File: config.mk
export PLATFORM = sky130hd
export DESIGN_NAME = serial_command_framer_top
export DESIGN_NICKNAME = d
export VERILOG_FILES = /design/src/rtl/core/scf_pkg.sv /design/src/rtl/core/scf_queue.sv /design/src/rtl/core/scf_front.sv /design/src/rtl/core/scf_back.sv /design/src/rtl/core/serial_command_framer_top.sv
export SDC_FILE = /design/constraint.sdc
export NUM_CORES = 1
export LEC_CHECK = 0
export BUFFER_PORTS_ARGS = -buffer_cell sky130_fd_sc_hd__clkbuf_2
export CORE_MARGIN = 3
export CORE_UTILIZATION = 35
export CTS_BUF_LIST = sky130_fd_sc_hd__clkbuf_8
export CTS_CLUSTER_DIAMETER = 200
export DETAILED_ROUTE_END_ITERATION = 8
export GPL_ROUTABILITY_DRIVEN = 1
export GPL_TIMING_DRIVEN = 0
export PLACE_DENSITY = 0.52
export SYNTH_ARGS = -nofsm -noshare
export SYNTH_HDL_FRONTEND = slang
export SYNTH_SLANG_ARGS = --single-unit
File: constraint.sdc
create_clock -name clock -period 7 [get_ports clock]
set_input_delay 1.4 -clock clock [delete_from_list [all_inputs] [get_ports clock]]
set_output_delay 1.4 -clock clock [all_outputs]
set_load 0.01 [all_outputs]
File: src/rtl/core/scf_pkg.sv
// ----------------------------------------------------------------------------
// Serial command framer package
// Item types, the queued command format and the framing constants.
// ----------------------------------------------------------------------------
package scf_pkg;

   // Framing constants.
   localparam logic [7:0] SYNC_BYTE  = 8'hAA;
   localparam logic [7:0] MAX_PARAMS = 8'd253;
   localparam logic [7:0] LEN_EXTRA  = 8'd2;

   // One input item.
   typedef struct packed {
      logic       start_req;
      logic [7:0] cmd_id;
      logic [7:0] ctrl_byte;
      logic [7:0] param_count;
      logic       has_param;
      logic [7:0] param_byte;
   } scf_req_type;

   // One result item.
   typedef struct packed {
      logic [7:0] out_byte;
      logic       frame_end;
   } scf_rsp_type;

   // Classified item: which bytes to send and their values.
   typedef struct packed {
      logic       hdr;
      logic [7:0] len;
      logic [7:0] id;
      logic [7:0] ctrl;
      logic       prm;
      logic [7:0] pbyte;
      logic       chk;
      logic [7:0] cbyte;
   } scf_cmd_type;

   // Queue status seen by its producer and consumer.
   typedef struct packed {
      logic full;
      logic not_empty;
   } scf_qstat_type;

endpackage

File: src/rtl/core/scf_queue.sv
// ----------------------------------------------------------------------------
// Serial command framer command queue
// Small register queue between the classifying front and the serializer.
// ----------------------------------------------------------------------------
module scf_queue import scf_pkg::*; #(
   parameter int DEPTH = 4
) (
   input  logic          clock,
   input  logic          reset,
   input  logic          push,
   input  scf_cmd_type   push_cmd,
   input  logic          pop,
   output scf_cmd_type   head,
   output scf_qstat_type stat
);

   localparam int PTR_W = (DEPTH > 1) ? $clog2(DEPTH) : 1;
   localparam int CNT_W = $clog2(DEPTH + 1);
   localparam logic [PTR_W-1:0] LAST_PTR = PTR_W'(DEPTH - 1);
   localparam logic [CNT_W-1:0] FULL_CNT = CNT_W'(DEPTH);

   scf_cmd_type      mem_ff [DEPTH];
   logic [PTR_W-1:0] wr_ptr_ff, wr_ptr_in;
   logic [PTR_W-1:0] rd_ptr_ff, rd_ptr_in;
   logic [CNT_W-1:0] count_ff, count_in;

   // Status and head entry.
   assign stat.full      = (count_ff == FULL_CNT);
   assign stat.not_empty = (count_ff != '0);
   assign head           = mem_ff[rd_ptr_ff];

   // Pointer and fill count updates.
   always_comb begin
      wr_ptr_in = wr_ptr_ff;
      rd_ptr_in = rd_ptr_ff;
      count_in  = count_ff;
      if (push) begin
         wr_ptr_in = (wr_ptr_ff == LAST_PTR) ? '0 : wr_ptr_ff + 1'b1;
      end
      if (pop) begin
         rd_ptr_in = (rd_ptr_ff == LAST_PTR) ? '0 : rd_ptr_ff + 1'b1;
      end
      if (push && !pop) begin
         count_in = count_ff + 1'b1;
      end else if (pop && !push) begin
         count_in = count_ff - 1'b1;
      end
   end

   always_ff @(posedge clock) begin
      if (reset) begin
         wr_ptr_ff <= '0;
         rd_ptr_ff <= '0;
         count_ff  <= '0;
      end else begin
         wr_ptr_ff <= wr_ptr_in;
         rd_ptr_ff <= rd_ptr_in;
         count_ff  <= count_in;
      end
   end

   // Entry storage.
   always_ff @(posedge clock) begin
      if (push) begin
         mem_ff[wr_ptr_ff] <= push_cmd;
      end
   end

endmodule

File: src/rtl/core/scf_front.sv
// ----------------------------------------------------------------------------
// Serial command framer front
// Accepts items, tracks the open frame and its checksum, and queues commands.
// ----------------------------------------------------------------------------
module scf_front import scf_pkg::*; (
   input  logic          clock,
   input  logic          reset,
   input  logic          req_valid,
   output logic          req_stall,
   input  scf_req_type   req_data,
   input  scf_qstat_type qstat,
   output logic          push,
   output scf_cmd_type   push_cmd
);

   logic [7:0] sum_ff, sum_in;
   logic [7:0] left_ff, left_in;
   logic       open_ff, open_in;

   logic       accept;
   logic [7:0] count_sat;
   logic [7:0] base_sum;
   logic [7:0] base_left;
   logic       take_param;
   logic       chk;

   assign req_stall = qstat.full;
   assign accept    = req_valid && !qstat.full;

   // Classify the item and work out the frame state after it.
   always_comb begin
      count_sat  = (req_data.param_count > MAX_PARAMS) ? MAX_PARAMS : req_data.param_count;
      base_sum   = req_data.start_req ? (req_data.cmd_id + req_data.ctrl_byte) : sum_ff;
      base_left  = req_data.start_req ? count_sat : left_ff;
      take_param = req_data.has_param &&
                   (req_data.start_req ? (count_sat != 8'd0) : open_ff);
      sum_in     = base_sum + (take_param ? req_data.param_byte : 8'd0);
      left_in    = base_left - {7'd0, take_param};
      chk        = (take_param && (base_left == 8'd1)) ||
                   (req_data.start_req && (count_sat == 8'd0));
      open_in    = (req_data.start_req || open_ff) && !chk;

      push_cmd.hdr   = req_data.start_req;
      push_cmd.len   = count_sat + LEN_EXTRA;
      push_cmd.id    = req_data.cmd_id;
      push_cmd.ctrl  = req_data.ctrl_byte;
      push_cmd.prm   = take_param;
      push_cmd.pbyte = req_data.param_byte;
      push_cmd.chk   = chk;
      push_cmd.cbyte = 8'd0 - sum_in;
   end

   // Only items that cause bytes enter the queue and change the state.
   assign push = accept && (req_data.start_req || take_param);

   always_ff @(posedge clock) begin
      if (reset) begin
         sum_ff  <= '0;
         left_ff <= '0;
         open_ff <= 1'b0;
      end else if (push) begin
         sum_ff  <= sum_in;
         left_ff <= left_in;
         open_ff <= open_in;
      end
   end

endmodule

File: src/rtl/core/scf_back.sv
// ----------------------------------------------------------------------------
// Serial command framer back
// Serializes queued commands into frame bytes, one per cycle unless stalled.
// ----------------------------------------------------------------------------
module scf_back import scf_pkg::*; (
   input  logic          clock,
   input  logic          reset,
   input  scf_qstat_type qstat,
   input  scf_cmd_type   head,
   output logic          pop,
   output logic          rsp_valid,
   input  logic          rsp_stall,
   output scf_rsp_type   rsp_data
);

   typedef enum logic [2:0] {
      STEP_SYNC0,
      STEP_SYNC1,
      STEP_LEN,
      STEP_ID,
      STEP_CTRL,
      STEP_PARAM,
      STEP_CHECK
   } step_type;

   step_type    step_ff, step_in;
   logic        active_ff, active_in;
   logic        rsp_valid_ff;
   scf_rsp_type rsp_ff, rsp_in;

   step_type    cur_step;
   logic        emit;
   logic        last;

   // Step of the head command that goes out next.
   always_comb begin
      if (active_ff) begin
         cur_step = step_ff;
      end else if (head.hdr) begin
         cur_step = STEP_SYNC0;
      end else if (head.prm) begin
         cur_step = STEP_PARAM;
      end else begin
         cur_step = STEP_CHECK;
      end
   end

   // Byte selection and the following step.
   always_comb begin
      step_in = STEP_CHECK;
      last    = 1'b1;
      rsp_in.out_byte  = head.cbyte;
      rsp_in.frame_end = 1'b0;
      unique case (cur_step)
         STEP_SYNC0: begin
            rsp_in.out_byte = SYNC_BYTE;
            step_in = STEP_SYNC1;
            last    = 1'b0;
         end
         STEP_SYNC1: begin
            rsp_in.out_byte = SYNC_BYTE;
            step_in = STEP_LEN;
            last    = 1'b0;
         end
         STEP_LEN: begin
            rsp_in.out_byte = head.len;
            step_in = STEP_ID;
            last    = 1'b0;
         end
         STEP_ID: begin
            rsp_in.out_byte = head.id;
            step_in = STEP_CTRL;
            last    = 1'b0;
         end
         STEP_CTRL: begin
            rsp_in.out_byte = head.ctrl;
            step_in = head.prm ? STEP_PARAM : STEP_CHECK;
            last    = !head.prm && !head.chk;
         end
         STEP_PARAM: begin
            rsp_in.out_byte = head.pbyte;
            step_in = STEP_CHECK;
            last    = !head.chk;
         end
         STEP_CHECK: begin
            rsp_in.out_byte  = head.cbyte;
            rsp_in.frame_end = 1'b1;
         end
         default: begin
            last = 1'b1;
         end
      endcase
   end

   // A queued command's byte goes out when the output is free or being taken.
   assign emit      = qstat.not_empty && (!rsp_valid_ff || !rsp_stall);
   assign pop       = emit && last;
   assign active_in = !last;

   // Serializer state and the output register.
   always_ff @(posedge clock) begin
      if (reset) begin
         active_ff    <= 1'b0;
         step_ff      <= STEP_SYNC0;
         rsp_valid_ff <= 1'b0;
         rsp_ff       <= '0;
      end else if (emit) begin
         active_ff    <= active_in;
         step_ff      <= step_in;
         rsp_valid_ff <= 1'b1;
         rsp_ff       <= rsp_in;
      end else if (!rsp_stall) begin
         rsp_valid_ff <= 1'b0;
      end
   end

   assign rsp_valid = rsp_valid_ff;
   assign rsp_data  = rsp_ff;

endmodule

File: src/rtl/core/serial_command_framer_top.sv
// ----------------------------------------------------------------------------
// Serial command framer
// Turns command items into a framed byte stream with a trailing checksum.
// ----------------------------------------------------------------------------
// The block takes one input item per cycle while its command queue has room
// and sends one frame byte per cycle, when not stalled, through a registered
// output. A start item produces five header bytes (two sync bytes, length,
// id, control), then a parameter byte if it carries one and the checksum if
// the frame is complete, five to seven bytes in all; a parameter item
// produces one or two bytes. The serializer's one byte per cycle sets the
// sustained output rate, and the queue depth (QUEUE_DEPTH commands) sets
// how many items can be taken ahead while earlier bytes are still going out.
module serial_command_framer_top import scf_pkg::*; #(
   parameter int QUEUE_DEPTH = 4
) (
   input  logic        clock,
   input  logic        reset,
   input  logic        req_valid,
   output logic        req_stall,
   input  scf_req_type req_data,
   output logic        rsp_valid,
   input  logic        rsp_stall,
   output scf_rsp_type rsp_data
);

   scf_qstat_type qstat;
   scf_cmd_type   push_cmd;
   scf_cmd_type   head;
   logic          push;
   logic          pop;

   // Front: classification and frame state.
   scf_front u_front (
      .clock     (clock),
      .reset     (reset),
      .req_valid (req_valid),
      .req_stall (req_stall),
      .req_data  (req_data),
      .qstat     (qstat),
      .push      (push),
      .push_cmd  (push_cmd)
   );

   // Queue between front and back.
   scf_queue #(
      .DEPTH (QUEUE_DEPTH)
   ) u_queue (
      .clock    (clock),
      .reset    (reset),
      .push     (push),
      .push_cmd (push_cmd),
      .pop      (pop),
      .head     (head),
      .stat     (qstat)
   );

   // Back: byte serializer and output register.
   scf_back u_back (
      .clock     (clock),
      .reset     (reset),
      .qstat     (qstat),
      .head      (head),
      .pop       (pop),
      .rsp_valid (rsp_valid),
      .rsp_stall (rsp_stall),
      .rsp_data  (rsp_data)
   );

endmodule

[After elaboration in Yosys (flattened, before gate mapping)]
Memory sizes are Yosys's and may differ from the RTL's. A register that Yosys moved wholly into a read port is not among the register bits.
Cells that the tools add are included.
Widths: inputs -> output; s select.
Storage, ports and cells
  bits in registers: 38
  bits in writable memories: 172
  input port bits: 38
  output and inout bits: 11
  logic and storage cells: 86
  memories: 1
Cells by class
  add/sub/neg operators: 9
  magnitude comparators: 1
  eq/ne operators: 11
  mux-type cells: 22
  reductions and logical operators: 31
Memories
  u_queue.mem_ff: depth 4, bits a word 43, rd ports 1, clocked after Yosys merged registers in 1, wr ports 1, line scf_queue.sv:22  | scf_cmd_type mem_ff [DEPTH];
Operator list (count)
  $pmux 8 s5: 1
  $mux 8: 4
  $add 8x8->8: 2
  $pmux 3 s5: 1
  $eq 3x3->1 const B: 4
  $mux 3: 4
  $logic_and 1x1->1: 11
  $mux 2: 5
  $logic_not 1->1: 9
  $add 8x2->8 const B: 1
  $eq 8x1->1 const B: 1
  $gt 8x8->1 const B: 1
  $logic_not 8->1: 1
  $reduce_bool 8->1: 1
  $sub 1x8->8 const A: 1
  $sub 8x1->8: 1
  $eq 3x2->1 const B: 2
  $mux 1: 6
  $add 2x1->2 const B: 2
  $eq 2x2->1 const B: 2
  $logic_or 1x1->1: 4
  $reduce_or 4->1: 1
  $add 3x1->3 const B: 1
  $eq 3x1->1 const B: 1
  other kinds (7): 7

[Logic depth before layout (Yosys ltp)]
Gate-level depths: netlist of the first run.
  depth after elaboration: 11
  gate-level depth with buffers: 15
  gate-level depth less buffers: 15

[By module]
From an unflattened synthesis of the first run, not the netlist that was laid out.
Unflattened totals
  cells, all modules: 695
  area total of the unflattened synthesis: 9984.6 sq um
Modules (own cells, without submodules)
  scf_queue: instances 1, cells each 269, area each 6701.4 sq um, seq. area each 5345.1 sq um
  scf_front: instances 1, cells each 289, area each 2222.1 sq um, seq. area each 340.3 sq um
  scf_back: instances 1, cells each 137, area each 1061.0 sq um, seq. area each 280.3 sq um

[Worst setup path before layout of the first run]
OpenSTA, ideal clock, no wires.
  path kind: in2reg
  start point: input port req_data[17] (netlist name)
  end point: memory u_queue.mem_ff[0][7] (netlist name) (data pin)
  library setup time: 285 ps
  data arrival time: 4182 ps
  data required time: 6715 ps
  slack: 2534 ps
  cell stages on the path: 15
  buffers on the path: 0
  cells stage by stage: ha_1 -> fa_1 -> a21o_1 -> a21oi_1 -> o21bai_1 -> a21oi_1 -> xnor2_1 -> mux2_2 -> ha_1 -> inv_1 -> nor3_1 -> a311oi_1 -> o211ai_1 -> nor4_1 -> xor2_1
RTL lines
  start: declaration: line serial_command_framer_top.sv:20  | input scf_req_type req_data,
  end: declaration: line scf_queue.sv:22

==> results of run 1 <==
[cell usage in the layout, fill, tap and decap left out, types with 9 or more instances in the layout]
cell type	synthesis	final
nand3_1	9	9
a21oi_1	30	30
xnor2_1	15	15
nor2_1	35	35
clkbuf_2	0	46
nor2b_1	20	20
a211oi_1	10	10
edfxtp_1	172	172
dfxtp_1	40	40
ha_1	24	24
nand2_1	29	29
mux4_2	43	43
mux2i_1	16	16
inv_1	24	31
clkbuf_8	0	41
o21ai_0	18	18
nor3_1	28	28
clkbuf_1	22	22
[logic make-up (layout without fill, tap and decap cells)]
group	Yosys count	in the layout	synth area share, %
and+or+nand+nor	159	159	8.56
xor gates and xnor gates	23	23	2.27
AOI/OAI and AO/OA	106	106	7.29
muxes	66	66	12.7
DFF	212	212	63.0
adders and majority gates	27	27	3.81
buffers and inverters	56	171	2.33
[per-layer routing]
metal | vias to the layer above | wire length [µm]
met5 | - | 0
met4 | 0 | 429
met3 | 40 | 1200
met2 | 145 | 11500
met1 | 2983 | 10600
li1 | 2692 | -
[flip-flops by register name (all words and copies together) (netlist names), 2 cells and up, named ones only]
register / flops
u_back.rsp_data: 9
u_back.step_ff: 3
u_front.left_ff: 8
u_front.sum_ff: 8
u_queue.count_ff: 3
u_queue.mem_ff: 172
u_queue.rd_ptr_ff: 2
u_queue.wr_ptr_ff: 2
[critical path, stage by stage]
cell,delay (ns)
clkbuf_2,0.18
clkbuf_1,0.49
buf_2,0.33
buf_1,0.51
mux2_2,0.27
ha_1,0.18
inv_1,0.06
fa_1,0.40
xnor2_1,0.21
nor3b_1,0.47
inv_1,0.12
nor4_1,0.35
xor2_1,0.31
[layout make-up]
type	instances	share of cell area, %
sequential	212	54.7
timing repair buffer	50	2.85
inverter	24	0.826
buffer	32	1.19
tap	335	3.85
clock inverter	24	1.21
multi-input combinational	381	30.2
clock buffer	41	5.18
[worst paths after layout]
kind / end / slack (ns) / depth (start not counted)
worst min register to register: u_front.sum_ff[3] / 0.46 / 2
worst min-delay path: u_front.sum_ff[3] / 0.46 / 2
worst max-delay path: u_queue.mem_ff[1][7] / 1.99 / 13
worst max register to register: u_queue.count_ff[2] / 3.31 / 12
[power by group]
group | internal [µW] | leakage (µW) | total, µW | switching (µW)
clock network | 575 | 0.000383 | 1070 | 491
registers | 1500 | 0.00189 | 1540 | 48.6
logic | 380 | 0.00150 | 921 | 542
[through the flow]
step           hold WS, ns  worst slack, ns  std cells  util (%)  cell area, µm²
2_1_floorplan        0.431             2.53        649         -            9470
5_1_grt              0.474             1.67       1099      41.4           10900
4_1_cts              0.458             2.03       1099      41.4           10900
3_5_place_dp         0.448             1.50       1034      38.7           10200
6_report             0.460             1.99       1099      41.4           10900
3_3_place_gp         0.443             1.09       1030      38.4           10100
==> key figures, run 1 <==
Run status
  • Status: finished clean

Hold path
  • Hold path startpoint: u_front.sum_ff[3]
  • Hold WC Path Type: reg2reg

Layout
  • Fin nets: roughly 800
  • Area occupied by multi-input gates: about 3300 µm²
  • Ant. Diodes: 0
  • Share of cells above drive strength 1: 21.7%
  • Reg area: 5970 µm²
  • Layout area overhead: 15.1%
  • FILL cells: 2449

Floorplanning
  • Die width: ~170 µm
  • Area of the core: between 20000 and 30000 µm²
  • Row count: between 50 and 60
  • # IOs: 49
  • Initial Utilization: between 30 and 40%
  • Die area: roughly 29000 µm²
  • Die H: 170 µm

Yosys
  • Top-count cell post-synth: edfxtp_1
  • Number of synthesized flops with an enable pin: approximately 170
  • Synth top area cells: edfxtp_1, mux4_2, dfxtp_1
  • Top cells by instance count after synthesis: edfxtp_1, mux4_2, dfxtp_1
  • Synthesized cell area: between 9000 and 10000 µm²
  • Yosys warns: 0
  • Post-Syn Area per Cell: roughly 15 µm²
  • Ys flop type: edfxtp_1
  • Leading area contributor after synthesis: edfxtp_1
  • Syn_nets: 714
  • Asr flop ratio synth: 0%
  • Netlist cell types: 54
  • Top-area cell type share of the netlist area: a little over half
  • Post-Synthesis Cells: 649
  • #FFs+latches synth: around 210
  • Seq/Total Area, Yosys: 63.0%

STA
  • Max Transition Viols Final: 0
  • Final TNS setup: 0 ns
  • Min cycle time layout: between 5 and 6 ns
  • Worst Skew: 0.0187 ns
  • Fmax achieved: roughly 200 MHz
  • Unrepaired setup endpoints after global routing: false
  • Relative slew slack: roughly 17%
  • Final setup viols: 0
  • Final period utilization: 71.5%
  • Slew @ Worst Pin: ~1.2 ns
  • Final hold violations: 0

Clocking
  • CTS Sinks: ~210
  • Clock Root Buffer: clkbuf_8
  • CTS Buffer Depth: 3
  • Setup Buffers After CTS: 0
  • Post-cts repair resize count: 0
  • CTS tree: yes
  • Htree depth: 2
  • Worst-path clk slew: around 0.06 ns
  • Clk_lat worst skew: between 0.5 and 0.6 ns
  • Hold Buf Count CTS: 0
  • Total CTS buffers: 37

Global routing
  • GRT Total Usage: about 16%
  • First-pass GRT wire length: between 30 and 40 mm
  • M3 GR Usage: approximately 3.7%
  • Most Used Layer, Global Route: met2
  • GR Util met2: roughly 28%
  • GRT met1 Usage: around 22%
  • Largest net degree at the start of global routing: 25
  • Initial antenna violation count: 0
  • Vias in the first global route: roughly 6000
  • Grt total ovfl: 0

Routing
  • Initial DRC Count: around 410
  • Vias: roughly 5900
  • Vias/cell: approximately 5.3
  • Post-route DRC violation count: 0
  • Antenna-violating nets left: 0
  • Post-Route WL: 23.7 mm
  • DR WL/cell: around 22 µm
  • Pre-antenna DRT Iters: 5

Critical path
  • CP arrival: between 5 and 6 ns
  • Setup crit start kind: input pin
  • CP max FO: 10
  • WS Path Type: in2reg
  • Critical path origin: req_data[33]
  • Critical Path End Type: flip-flop
  • CP Data Required Time: ~7.3 ns

Power and ir drop
  • PD cells: about 320 nW/µm²
  • Leak Pwr: between 0.003 and 0.004 µW
  • Pwr Total: about 3500 µW
  • Maximum VDD drop: 106 µV

Placement
  • Routability cong.: roughly 0.85
  • Port bufs: between 40 and 50
  • Hpwl dp: roughly 16 mm

Flow run
  • Max cap viols: 0
Note: power is estimated with default switching activity, not from simulation.
==> inputs of run 2 (changes only) <==
Settings changed: PLACE_DENSITY 0.52 to 0.53.
Clock period 7 ns to 4.6 ns, I/O delays scaled along.
==> run 2 against run 1 <==
Effect of this change: cell area is 0.17% higher; largest power group unchanged; combinational power is 51% higher; core utilization is 0.071 points higher; critical endpoint unchanged.
==> key figures, run 2 (synthesis gave the netlist of run 1 again) <==
Run status
  • Status: finished clean

Routing
  • Post-route DRC violation count: 0
  • DR WL/cell: approximately 21 µm
  • Antenna-violating nets left: 0
  • Initial DRC Count: between 400 and 500
  • Vias/cell: 5.32
  • Vias: 5872
  • Pre-antenna DRT Iters: 5
  • Post-Route WL: around 23 mm

Flow run
  • Max cap viols: 0

Critical path
  • Crit path max-delay family: compound AO/OA/AOI/OAI gates
  • Critical-path top delay cell: fa_1
  • Largest stage delay, worst path: around 0.42 ns
  • Setup crit start kind: input pin
  • CP max FO: 5
  • CP arrival: roughly 4.4 ns
  • CP Data Required Time: between 4 and 5 ns
  • WS Path Type: in2reg
  • CP Buf/Inv Count: 2
  • Crit-path cells: clkbuf_2 > ha_1 > fa_1 > a21o_1 > a21oi_1 > o21bai_1 > a21oi_1 > xnor2_1 > mux2_2 > ha_1 > inv_1 > nor3_1 > a311oi_1 > o211ai_1 > nor4_1 > xor2_1
  • Critical Path End Type: flip-flop

STA
  • Final hold slack: 0.454 ns
  • Slew @ Worst Pin: ~1.2 ns
  • Final setup viols: 0
  • Final period utilization: approximately nine tenths
  • Fmax achieved: ~240 MHz
  • Unrepaired setup endpoints after global routing: false
  • Final hold violations: 0
  • Min cycle time layout: about 4.1 ns
  • Max Transition Viols Final: 0
  • Relative slew slack: between 10% and 20%
  • Worst Skew: 0.0177 ns

Floorplanning
  • Row count: between 50 and 60
  • Initial Utilization: between 30 and 40%
  • Area of the core: approximately 26000 µm²
  • Die area: about 29000 µm²
  • Die H: between 150 and 200 µm
  • # IOs: 49
  • Die width: ~170 µm

Layout
  • Most common cell after layout, fill and taps aside: edfxtp_1
  • Fin nets: 803
  • Reg with most FFs: u_queue.mem_ff
  • Max reg flops: between 150 and 200
  • Layout area overhead: 15.3%
  • Ant. Diodes: 0
  • Cell Count, Final, Fillers Out: approximately 1100
  • Most frequent cells in the layout: edfxtp_1, clkbuf_2, mux4_2
  • Final Util: 41.4%
  • Share of cells above drive strength 1: a little over a fifth
  • FILL cells: between 2000 and 2500

Placement
  • Routability cong.: roughly 0.86
  • Hpwl dp: about 16 mm
  • Placed cell count: around 1000
  • Port bufs: 46

Clocking
  • Post-cts repair resize count: 0
  • Total CTS buffers: 38
  • Worst-path clk slew: 0.06 ns
  • CTS tree: yes
  • Hold Buf Count CTS: 0
  • Clock Root Buffer: clkbuf_8
  • Clk_lat worst skew: around 0.52 ns
  • Setup Buffers After CTS: 0
  • CTS Buffer Depth: 3
  • Htree depth: 2
  • CTS Sinks: ~210

Power and ir drop
  • PD cells: about 490 nW/µm²
  • Leak Pwr: 0.00379 µW
  • Sequential share of power: a little over two fifths
  • Int Pwr: 3720 µW
  • NetSw: approximately 1600 µW
  • Combinational share of power: 26.0%
  • Net Sw Frac: between 30% and 40%
  • Maximum VDD drop: 173 µV
  • Clock power share: about 30%

Global routing
  • Largest net degree at the start of global routing: 31
  • Grt total ovfl: 0
  • First-pass GRT wire length: around 36 mm
  • Vias in the first global route: between 6000 and 7000
  • Initial antenna violation count: 0
  • GRT Total Usage: roughly 16%

Hold path
  • Hold WC Path Type: reg2reg
[run 2: changes by cell type in the layout (fill, tap and decap cells not counted), sizes merged]
cell,delta
clkinv,-2
inv,+7
clkinvlp,+1
clkbuf,-2
[run 2: metal layers]
layer / share of wire, % / track usage, % / up-vias
met5: 0 / 0 / -
met4: 2.4 / 5.47 / 0
met3: 6.1 / 3.49 / 37
met2: 49 / 27.4 / 169
met1: 43 / 20.9 / 2966
li1: - / - / 2700
[run 2: area by class of cell]
cell class | count | area, µm² | area share [%]
sequential | 212 | 5970 | 54.6
inverter | 24 | 90.1 | 0.825
timing repair buffer | 50 | 318 | 2.91
tap | 335 | 419 | 3.84
multi-input combinational | 381 | 3290 | 30.1
clock buffer | 40 | 551 | 5.04
buffer | 31 | 126 | 1.16
clock inverter | 30 | 160 | 1.47
[run 2: path summary, 6_finish.rpt]
kind,depth (start not counted),from,slack [ns],endpoint
hold reg to reg,2,u_front.sum_ff[4],0.45,u_front.sum_ff[4]
hold / removal,2,u_front.sum_ff[4],0.45,u_front.sum_ff[4]
setup reg to reg,12,flip-flop,0.95,u_queue.count_ff[2]
setup / recovery,16,req_data[17],0.49,u_queue.mem_ff[1][7]
[run 2: power groups by stage]
stage               clock, µW  combinational (µW)  sequential [µW]
finish                   1620                1390             2350
floorplan                   0                 953             2380
CTS                      1680                1420             2350
detailed placement          0                1410             2390
global route             1780                1530             2360
global placement            0                1370             2380
[run 2: worst register-to-register path, delay by kind of cell, from the launching register on]
kind / cells / cell delay (ns)
multiplexers: 1 / 0.35
buffers and inverters: 3 / 0.54
flip-flops: 1 / 0.32
adder cells (fa/ha/maj): 2 / 0.57
AO/OA/AOI/OAI: 3 / 1.25
AND/OR/NAND/NOR: 2 / 0.37
XOR/XNOR: 1 / 0.18
[run 2: through the flow]
| stage | TNS, ns | power, µW | setup WS (ns) | instance area (µm²) |
|---|---|---|---|---|
| global route | 0 | 5670 | 0.215 | 10900 |
| global placement | -127.78 | 3750 | -0.738 | 10100 |
| floorplan | 0 | 3330 | 0.614 | 9470 |
| detailed placement | -3.51 | 3800 | -0.433 | 10200 |
| CTS | 0 | 5450 | 0.114 | 10900 |
| finish | 0 | 5360 | 0.491 | 10900 |
==> inputs of run 3 (changes only) <==
Settings changed: ABC_AREA from default to 1, CELL_PAD_IN_SITES_DETAIL_PLACEMENT from default to 1, CELL_PAD_IN_SITES_GLOBAL_PLACEMENT from default to 1, PLACE_DENSITY 0.53 to 0.64.
==> run 3 against run 2 <==
Effect of this change: critical path depth up 3; global-route usage up 3.4 points; worst setup slack better by 0.063 ns; clock power up 22%; register-to-register slack better by 0.46 ns; die area up 4.8%; critical endpoint is now u_queue.mem_ff[2][7].
==> key figures, run 3 <==
Floorplanning
  • Die area: between 30000 and 40000 µm²
  • Row count: approximately 60
  • Die H: ~170 µm
  • Initial Utilization: 35.7%
  • Die width: about 170 µm
  • Area of the core: 27900 µm²
  • # IOs: 49

Yosys
  • #FFs+latches synth: 212
  • Netlist cell types: between 40 and 50
  • Number of synthesized flops with an enable pin: 172
  • Ys flop type: edfxtp_1
  • Top-area cell type share of the netlist area: between 50% and 60%
  • Post-Synthesis Cells: a little under 1000
  • Asr flop ratio synth: 0%
  • Leading area contributor after synthesis: edfxtp_1
  • Post-Syn Area per Cell: 10.1 µm²
  • Yosys warns: 0
  • Top cells by instance count after synthesis: edfxtp_1, nand2_1, nor2_1
  • Synth top area cells: edfxtp_1, dfxtp_1, nand2_1
  • Syn_nets: 1045
  • Synthesized cell area: a little under 10000 µm²
  • Seq/Total Area, Yosys: approximately three fifths
  • Top-count cell post-synth: edfxtp_1

Routing
  • Antenna-violating nets left: 0
  • Initial DRC Count: 517
  • Post-Route WL: 30.0 mm
  • DR WL/cell: approximately 20 µm
  • Vias/cell: roughly 5.0
  • Pre-antenna DRT Iters: 4
  • Vias: 7464
  • Post-route DRC violation count: 0

STA
  • Unrepaired setup endpoints after global routing: false
  • Final hold violations: 0
  • Slew @ Worst Pin: approximately 0.94 ns
  • Worst Skew: around 0.030 ns
  • Final period utilization: between 80% and 90%
  • Relative slew slack: a little under two fifths
  • Min cycle time layout: approximately 4.0 ns
  • Max Transition Viols Final: 0
  • Final setup viols: 0
  • Fmax achieved: between 200 and 250 MHz

Global routing
  • Initial antenna violation count: 1
  • First-pass GRT wire length: ~45 mm
  • Vias in the first global route: around 7700
  • Largest net degree at the start of global routing: 28
  • Grt total ovfl: 0
  • GRT Total Usage: approximately a fifth

Power and ir drop
  • Combinational share of power: between 30 and 40%
  • Pwr Total: 6880 µW
  • Leak Pwr: 0.00465 µW
  • Net Sw Frac: 38.3%
  • NetSw: about 2600 µW
  • Maximum VDD drop: 210 µV
  • Sequential share of power: a little over a third
  • Clock power share: 28.8%
  • Int Pwr: 4240 µW
  • PD cells: around 600 nW/µm²

Layout
  • Max reg flops: roughly 170
  • FILL cells: 3119
  • Layout area overhead: 16.9%
  • Final Util: between 40% and 50%
  • Share of cells above drive strength 1: 15.8%
  • Most common cell after layout, fill and taps aside: edfxtp_1
  • Fin nets: around 1100
  • Ant. Diodes: 0
  • Reg with most FFs: u_queue.mem_ff
  • Most frequent cells in the layout: edfxtp_1, nand2_1, nor2_1
  • Area occupied by multi-input gates: between 3000 and 4000 µm²
  • Reg area: 5970 µm²

Critical path
  • R2r endpoint: u_queue.mem_ff[0][5]
  • CP max FO: 5
  • Most frequent CP cell: nand2_1
  • Largest stage delay, worst path: about 0.4 ns
  • WS Path Type: in2reg
  • Critical-path top delay cell: xor2_1
  • CP Data Required Time: slightly below 5 ns
  • Setup crit start kind: input pin
  • Critical Path Sink: u_queue.mem_ff[2][7]
  • CP arrival: ~4.3 ns
  • R2R Setup Slk: about 1.4 ns
  • Worst R2R Path Depth: 11
  • Crit-path cells: clkbuf_2 > ha_1 > fa_1 > nand2_1 > nand2_1 > a21oi_1 > xor2_1 > o21ai_0 > ha_1 > a21oi_1 > inv_1 > a21oi_1 > o21ai_1 > xor2_1 > nand2_1 > nor2_1 > nand2_1 > nand3_1 > nand2_1
  • Critical Path End Type: flip-flop
  • RR Startpoint: u_front.open_ff
  • Critical path origin: req_data[17]

Clocking
  • CTS Buffer Depth: 3
  • CTS Sinks: between 200 and 250
  • Setup Buffers After CTS: 0
  • Clk_lat worst skew: 0.55 ns
  • Total CTS buffers: 39
  • Htree depth: 2
  • Post-cts repair resize count: 0
  • CTS tree: yes
  • Worst-path clk slew: 0.06 ns
  • Hold Buf Count CTS: 0
  • Clock Root Buffer: clkbuf_8

Placement
  • Hpwl dp: 21.4 mm
  • Routability cong.: ~0.79
  • Port bufs: 47

Hold path
  • Hold WC Path Type: reg2reg

Flow run
  • Max cap viols: 0

Run status
  • Status: finished clean
[run 3: cell types whose count changed in the layout (fill, tap and decap cells not counted), moves of 31 or more]
cell     change
o21ai_0     +79
o22ai_1     +31
inv_1       +55
mux4_2      -43
nor2_1      +97
nand2_1    +118
[run 3: layer usage]
layer  part of all wire, %  global-route usage [%]
met1                    44                    25.9
met2                    49                    33.5
met3                   5.0                    3.32
met4                   2.4                    5.92
met5                     0                       0
[run 3: layout make-up]
type                    instances  share of cell area [%]
plain buffers                  44                    2.08
clock buffers                  44                    5.21
clock inverters                28                    2.21
inverters                      91                    3.00
multi-input cells             633                    29.4
flip-flops and latches        212                    51.3
well taps                     378                    4.07
repair buffers                 51                    2.71
[run 3: critical path: cells and delay by family]
family          cells  cell delay, ns
buf+inv             2            0.23
compound gates      5            0.67
fa+ha+maj           3            1.03
xor+xnor            2            0.70
simple gates        7            0.70
[run 3: kinds of logic (layout without fill, tap and decap cells)]
group / after synthesis / after routing / share of synthesized area, %
compound gates: 211 / 211 / 11.9
xor+xnor: 23 / 23 / 2.10
fa+ha+maj: 27 / 27 / 3.62
buf+inv: 135 / 258 / 5.94
flops: 212 / 212 / 60.0
mux: 1 / 1 / 0.101
simple gates: 371 / 371 / 16.3
[run 3: worst min path at each step]
stage,from,endpoint,cells past startpoint
after detailed placement,u_front.left_ff[2],u_front.left_ff[2],2
after CTS,u_back.rsp_data[7],u_back.rsp_data[7],2
final,u_back.rsp_data[7],u_back.rsp_data[7],2
after floorplan,u_front.sum_ff[2],u_front.sum_ff[2],2
after global placement,u_front.left_ff[2],u_front.left_ff[2],2
after global routing,u_front.left_ff[2],u_front.left_ff[2],2
[run 3: power by group through the flow]
stage | logic (µW) | registers, µW | clock network (µW)
floorplan | 1560 | 2490 | 0
global placement | 2390 | 2500 | 0
detailed placement | 2470 | 2490 | 0
CTS | 2480 | 2450 | 2030
global route | 2740 | 2470 | 2120
finish | 2450 | 2450 | 1980
[run 3: per-stage QoR]
stage               setup WS [ns]  std cells  hold WS (ns)  area (µm²)  setup TNS (ns)
detailed placement         0.0420       1409         0.466       10800               0
finish                      0.555       1481         0.468       11600               0
floorplan                   0.576        980         0.430        9940               0
global route                0.267       1481         0.497       11600               0
global placement            -1.73       1405         0.454       10600         -276.51
CTS                         0.581       1481         0.475       11600               0
